$ cat config.mk
export PLATFORM = sky130hd
export DESIGN_NAME = lgnc_ctrl
export DESIGN_NICKNAME = d
export VERILOG_FILES = /design/src/rtl/core/lgnc_pkg.sv /design/src/rtl/core/lgnc_ctrl.sv
export VERILOG_INCLUDE_DIRS = /design/src /design/src/rtl/core
export SDC_FILE = /design/constraint.sdc
export NUM_CORES = 1
export LEC_CHECK = 0
export BUFFER_PORTS_ARGS = -buffer_cell sky130_fd_sc_hd__buf_2
export CAP_MARGIN = 20
export CORE_AREA = 2 2 39 41
export CTS_BUF_LIST = sky130_fd_sc_hd__clkbuf_16
export DETAILED_ROUTE_END_ITERATION = 8
export DIE_AREA = 0 0 41 43
export PLACE_DENSITY = 0.51
export SYNTH_ARGS = -nofsm -noshare
export SYNTH_HDL_FRONTEND = slang
export SYNTH_SLANG_ARGS = --single-unit
$ cat constraint.sdc
create_clock -name clk -period 1.1 [get_ports clk]
set_input_delay 0.22 -clock clk [delete_from_list [all_inputs] [get_ports clk]]
set_output_delay 0.22 -clock clk [all_outputs]
set_load 0.03 [all_outputs]
$ cat src/rtl/core/assert_macros.svh
`ifndef ASSERT_MACROS_SVH
`define ASSERT_MACROS_SVH

`ifndef SYNTHESIS

// same-cycle implication
`define ASSERT_IMPL(label, clk, rst_n, ante, cons, msg) \
    label: assert property (@(posedge clk) disable iff (!rst_n) (ante) |-> (cons)) \
        else $error(msg);

// next-cycle implication
`define ASSERT_NEXT(label, clk, rst_n, ante, cons, msg) \
    label: assert property (@(posedge clk) disable iff (!rst_n) (ante) |=> (cons)) \
        else $error(msg);

`else

`define ASSERT_IMPL(label, clk, rst_n, ante, cons, msg)
`define ASSERT_NEXT(label, clk, rst_n, ante, cons, msg)

`endif

`endif

$ cat src/rtl/core/lgnc_pkg.sv
package lgnc_pkg;

    localparam int CFG_W     = 7;
    localparam int CFG_IDX_W = 2;
    localparam int MODE_W    = 2;
    localparam int COORD_W   = 6;
    localparam int COUNT_W   = 4;
    localparam int DIR_W     = 3;
    localparam int IN_DATA_W  = 16;
    localparam int OUT_DATA_W = 8;

    localparam logic [CFG_IDX_W-1:0] CFG_ROWS = 2'd0;
    localparam logic [CFG_IDX_W-1:0] CFG_COLS = 2'd1;
    localparam logic [CFG_IDX_W-1:0] CFG_MODE = 2'd2;

    localparam logic [MODE_W-1:0] MODE_CLASSIC = 2'd0;
    localparam logic [MODE_W-1:0] MODE_WRAP    = 2'd1;
    localparam logic [MODE_W-1:0] MODE_MIRROR  = 2'd2;

    localparam logic OP_WRITE = 1'b0;
    localparam logic OP_QUERY = 1'b1;

    localparam logic [DIR_W-1:0] DIR_LAST = 3'd7;

    typedef struct packed {
        logic             in_ready;
        logic             clear_en;
        logic             read_en;
        logic [DIR_W-1:0] read_dir;
        logic             load_out;
    } lgnc_cmd_t;

    typedef struct packed {
        logic query_start;
        logic query_inside;
        logic clear_last;
        logic out_free;
    } lgnc_status_t;

endpackage

$ cat src/rtl/core/lgnc_ctrl.sv
`include "assert_macros.svh"

module lgnc_ctrl
    import lgnc_pkg::*;
(
    input  logic         clk,
    input  logic         rst_n,
    input  lgnc_status_t status,
    output lgnc_cmd_t    cmd
);

    localparam logic [2:0] ST_CLEAR  = 3'd0;
    localparam logic [2:0] ST_IDLE   = 3'd1;
    localparam logic [2:0] ST_READ   = 3'd2;
    localparam logic [2:0] ST_DRAIN  = 3'd3;
    localparam logic [2:0] ST_FINISH = 3'd4;

    logic [2:0]       state_reg;
    logic [2:0]       state_next;
    logic [DIR_W-1:0] dir_reg;
    logic [DIR_W-1:0] dir_next;

    always_comb
    begin
        cmd        = '0;
        state_next = state_reg;
        dir_next   = dir_reg;
        unique case (state_reg)
            ST_CLEAR:
            begin
                cmd.clear_en = 1'b1;
                if (status.clear_last)
                begin
                    state_next = ST_IDLE;
                end
            end
            ST_IDLE:
            begin
                cmd.in_ready = 1'b1;
                if (status.query_start)
                begin
                    dir_next   = '0;
                    state_next = status.query_inside ? ST_READ : ST_FINISH;
                end
            end
            ST_READ:
            begin
                cmd.read_en  = 1'b1;
                cmd.read_dir = dir_reg;
                dir_next     = dir_reg + DIR_W'(1);
                if (dir_reg == DIR_LAST)
                begin
                    state_next = ST_DRAIN;
                end
            end
            ST_DRAIN:
            begin
                state_next = ST_FINISH;
            end
            ST_FINISH:
            begin
                cmd.load_out = status.out_free;
                if (status.out_free)
                begin
                    state_next = ST_IDLE;
                end
            end
            default:
            begin
                state_next = ST_IDLE;
            end
        endcase
    end

    always_ff @(posedge clk or negedge rst_n)
    begin
        if (!rst_n)
        begin
            state_reg <= ST_CLEAR;
            dir_reg   <= '0;
        end
        else
        begin
            state_reg <= state_next;
            dir_reg   <= dir_next;
        end
    end

    `ASSERT_NEXT(a_read_run_end, clk, rst_n, state_reg == ST_READ && dir_reg == DIR_LAST, state_reg == ST_DRAIN, "read run did not end after eight neighbors")
    `ASSERT_NEXT(a_query_enter, clk, rst_n, status.query_start && status.query_inside, state_reg == ST_READ && dir_reg == '0, "query did not start reading at first neighbor")
    `ASSERT_IMPL(a_load_free, clk, rst_n, cmd.load_out, status.out_free, "result loaded over a waiting item")

endmodule

==> impl_results.html, run 1 <==
<table>
<tr><th>Metric</th><th>Value</th></tr>
<tr><th colspan="2">Floorplanning</th></tr>
<tr><td>Die footprint</td><td>between 0.0015 and 0.002 sq mm</td></tr>
<tr><td>Floorplan core area</td><td>roughly 0.0014 sq mm</td></tr>
<tr><td>Die H</td><td>about 43 um</td></tr>
<tr><td>Die width</td><td>just over 40 um</td></tr>
<tr><td>Total number of placement rows</td><td>14</td></tr>
<tr><td>IO Pins</td><td>13</td></tr>
<tr><td>Initial standard-cell utilization of the core</td><td>between 20 and 30%</td></tr>
<tr><th colspan="2">Drt</th></tr>
<tr><td>Post-route antenna net violation count</td><td>0</td></tr>
<tr><td>Via Count</td><td>approximately 380</td></tr>
<tr><td>Final wirelength</td><td>slightly above 1000 um</td></tr>
<tr><td>Post-detailed-route via-to-cell ratio</td><td>roughly 4.6</td></tr>
<tr><td>Routed length per placed instance</td><td>roughly 12 um</td></tr>
<tr><td>Number of remaining DRC errors</td><td>0</td></tr>
<tr><td>DRC violation total after the first TritonRoute iteration</td><td>0</td></tr>
<tr><td>Drt pass-1 iters</td><td>1</td></tr>
<tr><th colspan="2">Synth</th></tr>
<tr><td>Syn_area_per_cell</td><td>10.2 sq um</td></tr>
<tr><td>Dominant cells by area after synthesis</td><td>dfrtp_1 (39%), mux2i_1 (7.7%), ha_1 (6.5%), and2_2 (5.8%), buf_6 (5.8%)</td></tr>
<tr><td>Post-synth top area share</td><td>~39%</td></tr>
<tr><td>Gate count after technology mapping</td><td>38</td></tr>
<tr><td>Post-Syn Area</td><td>a little under 400 sq um</td></tr>
<tr><td>Number of synthesized register bits</td><td>6</td></tr>
<tr><td>Post-synth ARST share</td><td>100%</td></tr>
<tr><td>EDFF count, synth</td><td>0</td></tr>
<tr><td>Commonest cells in the synthesized netlist</td><td>dfrtp_1 (6), nor2_1 (5), and2_2 (3), mux2i_1 (3)</td></tr>
<tr><td>Number of synthesis warnings</td><td>0</td></tr>
<tr><td>Sequential-to-total area share from yosys stat</td><td>between 30% and 40%</td></tr>
<tr><td>Net Count, Synth</td><td>46</td></tr>
<tr><td>Synth cell types</td><td>20</td></tr>
<tr><td>Largest area contributor in the netlist</td><td>dfrtp_1</td></tr>
<tr><td>Top-count cell post-synth</td><td>dfrtp_1</td></tr>
<tr><td>Dominant synthesized flop cell</td><td>dfrtp_1</td></tr>
<tr><th colspan="2">Worst setup path</th></tr>
<tr><td>Category of the most critical setup path</td><td>register to output pin</td></tr>
<tr><td>Kind of end point of the critical path</td><td>output pin</td></tr>
<tr><td>Critical path fanouts, max</td><td>5</td></tr>
<tr><td>Setup slack on the worst flop-to-flop path</td><td>-180 ps</td></tr>
<tr><td>Required time at the endpoint of the critical path</td><td>just under 900 ps</td></tr>
<tr><td>Register-to-Register Path Depth</td><td>6</td></tr>
<tr><td>Reg-to-reg critical path endpoint</td><td>dir_reg[2]</td></tr>
<tr><td>CP Data Arrival Time</td><td>1240 ps</td></tr>
<tr><td>Element type at the critical path start</td><td>register</td></tr>
<tr><td>Origin of the critical flop-to-flop path</td><td>state_reg[2]</td></tr>
<tr><th colspan="2">Clock tree</th></tr>
<tr><td>Worst skew pair latency</td><td>roughly 230 ps</td></tr>
<tr><td>CTS tree</td><td>built</td></tr>
<tr><td>Number of clock buffers inserted by TritonCTS</td><td>3</td></tr>
<tr><td>Clock Tree Buf Depth</td><td>2</td></tr>
<tr><td>CTS H-tree lvls</td><td>1</td></tr>
<tr><td>Number of clock sinks seen by CTS</td><td>6</td></tr>
<tr><td>Cell chosen for the clock root</td><td>clkbuf_16</td></tr>
<tr><td>Reg clk slew, reported paths</td><td>about 40 ps</td></tr>
<tr><th colspan="2">Timing</th></tr>
<tr><td>Transition time at the pin with the least slew margin</td><td>158 ps</td></tr>
<tr><td>Minimum clock period</td><td>1460 ps</td></tr>
<tr><td>Max-slew violation count</td><td>0</td></tr>
<tr><td>Setup clock skew after layout</td><td>approximately 2.2 ps</td></tr>
<tr><td>Achievable clock frequency</td><td>685 MHz</td></tr>
<tr><td>Fin Setup TNS</td><td>-2610 ps</td></tr>
<tr><td>WHS</td><td>213 ps</td></tr>
<tr><td>Post-layout worst setup margin</td><td>-360 ps</td></tr>
<tr><td>Worst slew margin relative to its limit</td><td>89.1%</td></tr>
<tr><td>Setup repair after global routing missed its margin</td><td>yes</td></tr>
<tr><td>Final period util</td><td>133%</td></tr>
<tr><td>Setup violators final</td><td>11</td></tr>
<tr><td>Final hold violation count</td><td>0</td></tr>
<tr><th colspan="2">Power</th></tr>
<tr><td>Clock share of power</td><td>between 20% and 30%</td></tr>
<tr><td>Cell internal pwr</td><td>1.44 mW</td></tr>
<tr><td>Fraction of power spent switching nets</td><td>about a third</td></tr>
<tr><td>Total power</td><td>about 2.2 mW</td></tr>
<tr><td>Sequential Power Share</td><td>between 10% and 20%</td></tr>
<tr><td>Combinational share of power</td><td>a little under three fifths</td></tr>
<tr><td>Standby leakage power</td><td>approximately 0.37 nW</td></tr>
<tr><td>Power density of the placed cells</td><td>roughly 2800 mW/mm^2</td></tr>
<tr><td>IR Drop Worst-Case VDD</td><td>~1.5 mV</td></tr>
<tr><td>Net load switching power</td><td>751 uW</td></tr>
<tr><th colspan="2">Place</th></tr>
<tr><td>Placed Cells</td><td>73</td></tr>
<tr><td>Buffers on Ports</td><td>12</td></tr>
<tr><td>Placed wire-length estimate after detailed placement</td><td>649 um</td></tr>
<tr><td>Placer's final routability congestion estimate</td><td>around 0.66</td></tr>
<tr><th colspan="2">GRT</th></tr>
<tr><td>Largest net degree at the start of global routing</td><td>8</td></tr>
<tr><td>Initial antenna violation count</td><td>0</td></tr>
<tr><td>Number of global-route vias before repair</td><td>335</td></tr>
<tr><td>Grt ovf</td><td>0</td></tr>
<tr><td>GRT Util Overall</td><td>15.6%</td></tr>
<tr><td>Wire length of the first global-routing pass</td><td>1630 um</td></tr>
<tr><th colspan="2">Hold path</th></tr>
<tr><td>Hold Path Sink</td><td>state_reg[2]</td></tr>
<tr><td>Beginning of the worst hold path</td><td>status[0]</td></tr>
<tr><td>Hold/Removal Path Class</td><td>primary input to register</td></tr>
<tr><td>Count of cells along the worst hold path</td><td>2</td></tr>
<tr><th colspan="2">Finish</th></tr>
<tr><td>Count of non-filler cells in the finished layout</td><td>a little over 80</td></tr>
<tr><td>Layout cells sized above 1</td><td>between 70% and 80%</td></tr>
<tr><td>NumNets Final</td><td>77</td></tr>
<tr><td>Count of antenna diodes in the layout</td><td>0</td></tr>
<tr><td>Area Growth Syn to Fin</td><td>104%</td></tr>
<tr><td>Utilization of the core after routing</td><td>57.1%</td></tr>
<tr><td>Filler cells</td><td>124</td></tr>
<tr><th colspan="2">Status</th></tr>
<tr><td>Result of the run</td><td>finished with violations</td></tr>
<tr><td>Violated checks</td><td>negative setup slack</td></tr>
<tr><th colspan="2">Run</th></tr>
<tr><td>Max cap viols</td><td>0</td></tr>
</table>
[area by class of cell]
cell class	instances	area (sq um)	area share (%)
inverter	1	3.75	0.475
timing repair buffer	29	256	32.5
multi-input combinational	28	283	35.8
tap	16	20.0	2.54
sequential	6	151	19.2
clock buffer	3	75.1	9.51
[layer usage]
metal	wire (um)	up-vias	GRT usage, %
met5	0	-	0
met4	38	0	12.0
met3	65	4	9.42
met2	477	11	19.1
met1	450	173	18.7
li1	-	190	-
[power by group through the flow]
stage,clock (mW),sequential [mW],combinational (mW)
6_report,0.601,0.369,1.22
5_1_grt,0.627,0.379,1.31
4_1_cts,0.621,0.365,1.08
3_5_place_dp,0,0.361,0.818
3_3_place_gp,0,0.354,0.823
2_1_floorplan,0,0.329,0.594
[cells by family after synthesis]
group	after synthesis	synth area share, %
adders and majority gates	2	6.45
DFF	6	38.7
buffers and inverters	4	8.71
AOI/OAI and AO/OA	5	8.39
and+or+nand+nor	18	30.0
muxes	3	7.74
[how the worst max path moves through the flow]
stage                  from      to  slack [ps]  cells after the start
2_1_floorplan  state_reg[0]  cmd[1]        -410                      3
3_3_place_gp   state_reg[2]  cmd[1]        -180                      4
3_5_place_dp   state_reg[2]  cmd[1]        -200                      4
4_1_cts        state_reg[2]  cmd[1]        -360                      4
5_1_grt        state_reg[0]  cmd[1]        -400                      4
6_report       state_reg[2]  cmd[1]        -360                      4
[layout by cell type (no fill, tap or decap), drive strengths merged, types with 2 or more instances in the layout]
| cell | count |
|---|---|
| a21oi | 2 |
| dfrtp | 6 |
| nor3b | 2 |
| and2 | 3 |
| clkbuf | 3 |
| buf | 28 |
| nor3 | 2 |
| nor2 | 5 |
| mux2i | 3 |
| nand2b | 2 |
| ha | 2 |
[critical path: stages (launching register included)]
cell and delay (ps):
dfrtp_2 430, nor3b_4 180, buf_6 130, and2_4 140, buf_6 120
[per-stage QoR]
step                      setup WS, ps  cell area [sq um]
final                             -360                790
after global routing              -402                790
after CTS                         -364                736
after detailed placement          -204                529
after global placement            -184                529
after floorplan                   -407                408
[repair_timing]
item / CTS / global route
hold buffers: 1 / 0
endpoints found under the hold margin: 6 / 0
pin swaps: 4 / 3
setup endpoints to repair: 12 / 13
resized for setup: 24 / 10
cloned: 0 / 0
setup buffers: 5 / 4
Power figures use the tool's default switching activity.
==> run 2: changes to the inputs <==
--- a/config.mk
+++ b/config.mk
@@ -6,13 +6,16 @@
 export SDC_FILE = /design/constraint.sdc
 export NUM_CORES = 1
 export LEC_CHECK = 0
+export ABC_AREA = 1
 export BUFFER_PORTS_ARGS = -buffer_cell sky130_fd_sc_hd__buf_2
 export CAP_MARGIN = 20
-export CORE_AREA = 2 2 39 41
+export CELL_PAD_IN_SITES_DETAIL_PLACEMENT = 1
+export CELL_PAD_IN_SITES_GLOBAL_PLACEMENT = 1
+export CORE_MARGIN = 2
+export CORE_UTILIZATION = 28
 export CTS_BUF_LIST = sky130_fd_sc_hd__clkbuf_16
 export DETAILED_ROUTE_END_ITERATION = 8
-export DIE_AREA = 0 0 41 43
-export PLACE_DENSITY = 0.51
+export PLACE_DENSITY = 0.67
 export SYNTH_ARGS = -nofsm -noshare
 export SYNTH_HDL_FRONTEND = slang
 export SYNTH_SLANG_ARGS = --single-unit
==> run 2 against run 1 <==
Against the previous run: the run still ends with negative setup slack left; power rose by 22%; synthesized cell count grew 45%; worst hold slack improved by 100 ps; core utilization up 9.7 points; setup slack got worse by 64 ps; combinational power increased by 34%; final cell count increased by 33%; non-clock buffer count increased by 7; synthesized area stayed put; wire length is 83% higher; clock-buffer cell count unchanged; largest power group unchanged; die area fell by 3.6%.
==> impl_results.html, run 2 <==
<table>
<tr><th>Metric</th><th>Value</th></tr>
<tr><th colspan="2">Clock tree</th></tr>
<tr><td>Clock Tree Buf Depth</td><td>2 (unchanged)</td></tr>
<tr><td>Reg clk slew, reported paths</td><td>40 ps (about the same)</td></tr>
<tr><td>CTS H-tree lvls</td><td>1 (unchanged)</td></tr>
<tr><td>CTS tree</td><td>built</td></tr>
<tr><td>Worst skew pair latency</td><td>230 ps (about the same)</td></tr>
<tr><td>Number of clock buffers inserted by TritonCTS</td><td>3 (unchanged)</td></tr>
<tr><td>Number of clock sinks seen by CTS</td><td>6 (unchanged)</td></tr>
<tr><td>Cell chosen for the clock root</td><td>clkbuf_16</td></tr>
<tr><th colspan="2">Synth</th></tr>
<tr><td>Largest area contributor in the netlist</td><td>dfrtp_1</td></tr>
<tr><td>Post-synthesis compound-gate area fraction</td><td>4.84% (-3.5 points)</td></tr>
<tr><td>Number of synthesis warnings</td><td>0 (unchanged)</td></tr>
<tr><td>Adder-cell share of the synthesized area</td><td>6.45% (unchanged)</td></tr>
<tr><td>Post-Syn Area</td><td>388 sq um (unchanged)</td></tr>
<tr><td>Net Count, Synth</td><td>63 (+37%)</td></tr>
<tr><td>Commonest cells in the synthesized netlist</td><td>nand2_1 (17), inv_1 (7), dfrtp_1 (6), nor2_1 (6)</td></tr>
<tr><td>Number of synthesized register bits</td><td>6 (unchanged)</td></tr>
<tr><td>Post-synth top area share</td><td>38.7% (unchanged)</td></tr>
<tr><td>Sequential-to-total area share from yosys stat</td><td>38.7% (unchanged)</td></tr>
<tr><td>Basic-gate share of the synthesized area counting and, or, nand and nor cells</td><td>39.4% (+9.4 points)</td></tr>
<tr><td>Combinational family with the most area after synthesis</td><td>simple AND/OR/NAND/NOR gates</td></tr>
<tr><td>Post-synth ARST share</td><td>100% (unchanged)</td></tr>
<tr><td>Parity-gate share of the synthesized area counting xor and xnor cells</td><td>0% (unchanged)</td></tr>
<tr><td>Top-count cell post-synth</td><td>nand2_1</td></tr>
<tr><td>EDFF count, synth</td><td>0 (unchanged)</td></tr>
<tr><td>Syn_area_per_cell</td><td>7.05 sq um (-31%)</td></tr>
<tr><td>Mux cell area share after synthesis</td><td>0% (-7.7 points)</td></tr>
<tr><td>Dominant cells by area after synthesis</td><td>dfrtp_1 (39%), nand2_1 (16%), inv_1 (6.8%), ha_1 (6.5%), nor2_1 (5.8%)</td></tr>
<tr><td>Gate count after technology mapping</td><td>55 (+45%)</td></tr>
<tr><td>Synth cell types</td><td>15 (-25%)</td></tr>
<tr><td>Dominant synthesized flop cell</td><td>dfrtp_1</td></tr>
<tr><th colspan="2">Drt</th></tr>
<tr><td>Post-route antenna net violation count</td><td>0 (unchanged)</td></tr>
<tr><td>Routed length per placed instance</td><td>17.2 um (+38%)</td></tr>
<tr><td>DRC violation total after the first TritonRoute iteration</td><td>3 (+3)</td></tr>
<tr><td>Post-detailed-route via-to-cell ratio</td><td>4.82 (+5.8%)</td></tr>
<tr><td>Final wirelength</td><td>1890 um (+83%)</td></tr>
<tr><td>Via Count</td><td>530 (+40%)</td></tr>
<tr><td>Number of remaining DRC errors</td><td>0 (unchanged)</td></tr>
<tr><td>Drt pass-1 iters</td><td>4 (+3)</td></tr>
<tr><th colspan="2">Timing</th></tr>
<tr><td>Max-slew violation count</td><td>0 (unchanged)</td></tr>
<tr><td>Post-layout worst setup margin</td><td>-424 ps (-64.1 ps)</td></tr>
<tr><td>Fin Setup TNS</td><td>-4480 ps (-1870 ps)</td></tr>
<tr><td>Setup violators final</td><td>13 (+2)</td></tr>
<tr><td>Setup clock skew after layout</td><td>2.87 ps (+0.669 ps)</td></tr>
<tr><td>Setup repair after global routing missed its margin</td><td>yes</td></tr>
<tr><td>Worst slew margin relative to its limit</td><td>87.4% (-1.7 points)</td></tr>
<tr><td>Transition time at the pin with the least slew margin</td><td>187 ps (+28.8 ps)</td></tr>
<tr><td>Achievable clock frequency</td><td>656 MHz (-4.2%)</td></tr>
<tr><td>Minimum clock period</td><td>1520 ps (+64.1 ps)</td></tr>
<tr><td>Final period util</td><td>139% (+5.8 points)</td></tr>
<tr><td>Final hold violation count</td><td>0 (unchanged)</td></tr>
<tr><th colspan="2">Finish</th></tr>
<tr><td>Area Growth Syn to Fin</td><td>124%</td></tr>
<tr><td>Count of non-filler cells in the finished layout</td><td>110 (+33%)</td></tr>
<tr><td>Most common cell after layout, fill and taps aside</td><td>buf_4</td></tr>
<tr><td>Layout cells sized above 1</td><td>67.4% (-5.8 points)</td></tr>
<tr><td>Filler cells</td><td>163 (+31%)</td></tr>
<tr><td>Most used cells in the layout excluding fill and tap cells</td><td>buf_4 (24), nand2_1 (15), inv_1 (7), buf_6 (6)</td></tr>
<tr><td>Count of antenna diodes in the layout</td><td>0 (unchanged)</td></tr>
<tr><td>NumNets Final</td><td>104 (+35%)</td></tr>
<tr><th colspan="2">Worst setup path</th></tr>
<tr><td>CP Data Arrival Time</td><td>1300 ps (+60 ps)</td></tr>
<tr><td>Setup slack on the worst flop-to-flop path</td><td>-350 ps (-170 ps)</td></tr>
<tr><td>Category of the most critical setup path</td><td>register to output pin</td></tr>
<tr><td>Total number of cells along the worst setup path</td><td>5 (+1)</td></tr>
<tr><td>Crit path largest cell delay</td><td>420 ps (about the same)</td></tr>
<tr><td>Slowest cell on the critical path</td><td>dfrtp_2</td></tr>
<tr><td>Kind of end point of the critical path</td><td>output pin</td></tr>
<tr><td>Cell family with the largest share of critical-path delay</td><td>flip-flops</td></tr>
<tr><td>Critical-path cell list</td><td>inv_4 &gt; nor3_4 &gt; inv_2 &gt; nor2_2 &gt; buf_6</td></tr>
<tr><td>Register-to-Register Path Depth</td><td>9 (+3)</td></tr>
<tr><td>Count of buffer and inverter cells on the critical path</td><td>3 (+1)</td></tr>
<tr><td>Launch point of the critical path</td><td>state_reg[1]</td></tr>
<tr><td>Required time at the endpoint of the critical path</td><td>880 ps (about the same)</td></tr>
<tr><td>Origin of the critical flop-to-flop path</td><td>state_reg[0]</td></tr>
<tr><td>Reg-to-reg critical path endpoint</td><td>dir_reg[2]</td></tr>
<tr><td>Element type at the critical path start</td><td>register</td></tr>
<tr><td>Critical path fanouts, max</td><td>4 (-1)</td></tr>
<tr><th colspan="2">GRT</th></tr>
<tr><td>Wire length of the first global-routing pass</td><td>2380 um (+46%)</td></tr>
<tr><td>Grt ovf</td><td>0 (unchanged)</td></tr>
<tr><td>Initial antenna violation count</td><td>0 (unchanged)</td></tr>
<tr><td>Largest net degree at the start of global routing</td><td>7 (-1)</td></tr>
<tr><td>GRT Util Overall</td><td>22.9% (+7.3 points)</td></tr>
<tr><td>Number of global-route vias before repair</td><td>524 (+56%)</td></tr>
<tr><th colspan="2">Power</th></tr>
<tr><td>IR Drop Worst-Case VDD</td><td>1.93 mV (+30%)</td></tr>
<tr><td>Standby leakage power</td><td>0.447 nW (+21%)</td></tr>
<tr><td>Power density of the placed cells</td><td>3090 mW/mm^2 (+11%)</td></tr>
<tr><th colspan="2">Run</th></tr>
<tr><td>Max cap viols</td><td>0 (unchanged)</td></tr>
<tr><th colspan="2">Floorplanning</th></tr>
<tr><td>Total number of placement rows</td><td>13 (-1)</td></tr>
<tr><td>Die H</td><td>41.2 um (-4.1%)</td></tr>
<tr><td>Floorplan core area</td><td>0.00130 sq mm (-6.0%)</td></tr>
<tr><td>IO Pins</td><td>13 (unchanged)</td></tr>
<tr><td>Die width</td><td>41.2 um (+0.54%)</td></tr>
<tr><td>Die footprint</td><td>0.00170 sq mm (-3.6%)</td></tr>
<tr><td>Initial standard-cell utilization of the core</td><td>29.8% (+1.8 points)</td></tr>
<tr><th colspan="2">Place</th></tr>
<tr><td>Placer's final routability congestion estimate</td><td>0.728 (+9.7%)</td></tr>
<tr><td>Placed wire-length estimate after detailed placement</td><td>917 um (+41%)</td></tr>
<tr><td>Pre-CTS setup slack</td><td>-163 ps (+40.4 ps)</td></tr>
<tr><td>Buffers on Ports</td><td>12 (unchanged)</td></tr>
<tr><td>Placed Cells</td><td>95 (+30%)</td></tr>
<tr><th colspan="2">Hold path</th></tr>
<tr><td>Count of cells along the worst hold path</td><td>4 (+2)</td></tr>
<tr><td>Hold/Removal Path Class</td><td>primary input to register</td></tr>
<tr><td>Hold Path Sink</td><td>state_reg[2]</td></tr>
<tr><td>Beginning of the worst hold path</td><td>status[2]</td></tr>
<tr><th colspan="2">Status</th></tr>
<tr><td>Result of the run</td><td>finished with violations</td></tr>
<tr><td>Violated checks</td><td>negative setup slack</td></tr>
</table>
[run 2: changes by cell type in the layout (fill, tap and decap cells not counted), sizes merged, moves of 3 or more]
| cell | previous run | this run |
|---|---|---|
| nor2 | 5 | 8 |
| inv | 1 | 12 |
| nand2 | 1 | 18 |
| and2 | 3 | 0 |
| buf | 28 | 35 |
| mux2i | 3 | 0 |
| nand3 | 0 | 4 |
[run 2: layout make-up]
class | count | area, sq um | area share (%)
multi-input cells | 38 | 290 | 33.4
repair buffers | 36 | 283 | 32.6
flip-flops and latches | 6 | 154 | 17.7
clock buffers | 3 | 75.1 | 8.65
inverters | 11 | 43.8 | 5.04
well taps | 15 | 18.8 | 2.16
clock inverters | 1 | 3.75 | 0.432
[run 2: cells by family (layout without fill, tap and decap cells)]
family	Yosys count	after routing
AND/OR/NAND/NOR	33	33
buffers and inverters	11	51
flip-flops	6	6
AO/OA/AOI/OAI	3	3
adder cells (fa/ha/maj)	2	2
[run 2: per-stage QoR]
stage               hold WS, ps  instance area [sq um]  utilization [%]  power [mW]
CTS                         281                    786             60.4        2.34
global placement           54.2                    592             45.5        1.42
finish                      315                    868             66.7        2.68
global route                340                    868             66.7        2.82
floorplan                 -75.6                    415                -        1.00
detailed placement         55.8                    592             45.5        1.44
[run 2: timing repair]
item                                   in CTS  in global routing
gates resized for setup                    22                  8
buffers inserted                            3                  7
hold buffers                                1                  0
endpoints found under the hold margin       6                  0
pin swaps                                   5                  5
setup endpoints to repair                  13                 13
[run 2: power by group]
part / internal, mW / total, mW / switching, mW
sequential: 0.316 / 0.426 / 0.110
clock: 0.474 / 0.618 / 0.144
combinational: 0.771 / 1.64 / 0.865
[run 2: how the worst max path moves through the flow]
stage               slack, ps      endpoint
detailed placement       -160  state_reg[1]
global route             -460        cmd[2]
CTS                      -340        cmd[2]
finish                   -420        cmd[2]
floorplan                -430        cmd[1]
global placement         -160  state_reg[2]
[run 2: worst register-to-register path, stage by stage (launching register included)]
cell     delay, ps
dfrtp_2        430
buf_4          150
buf_6          120
nand2_4         80
nor2_4          50
buf_4          130
buf_6          120
a21oi_4        160
nand2_1         90
nand2_1         70
[run 2: metal layers]
layer  share of wire [%]  global-route usage (%)
met5                   0                       0
met1                  41                    27.0
met2                  54                    41.8
met3                 3.0                    3.26
met4                 1.8                    7.26
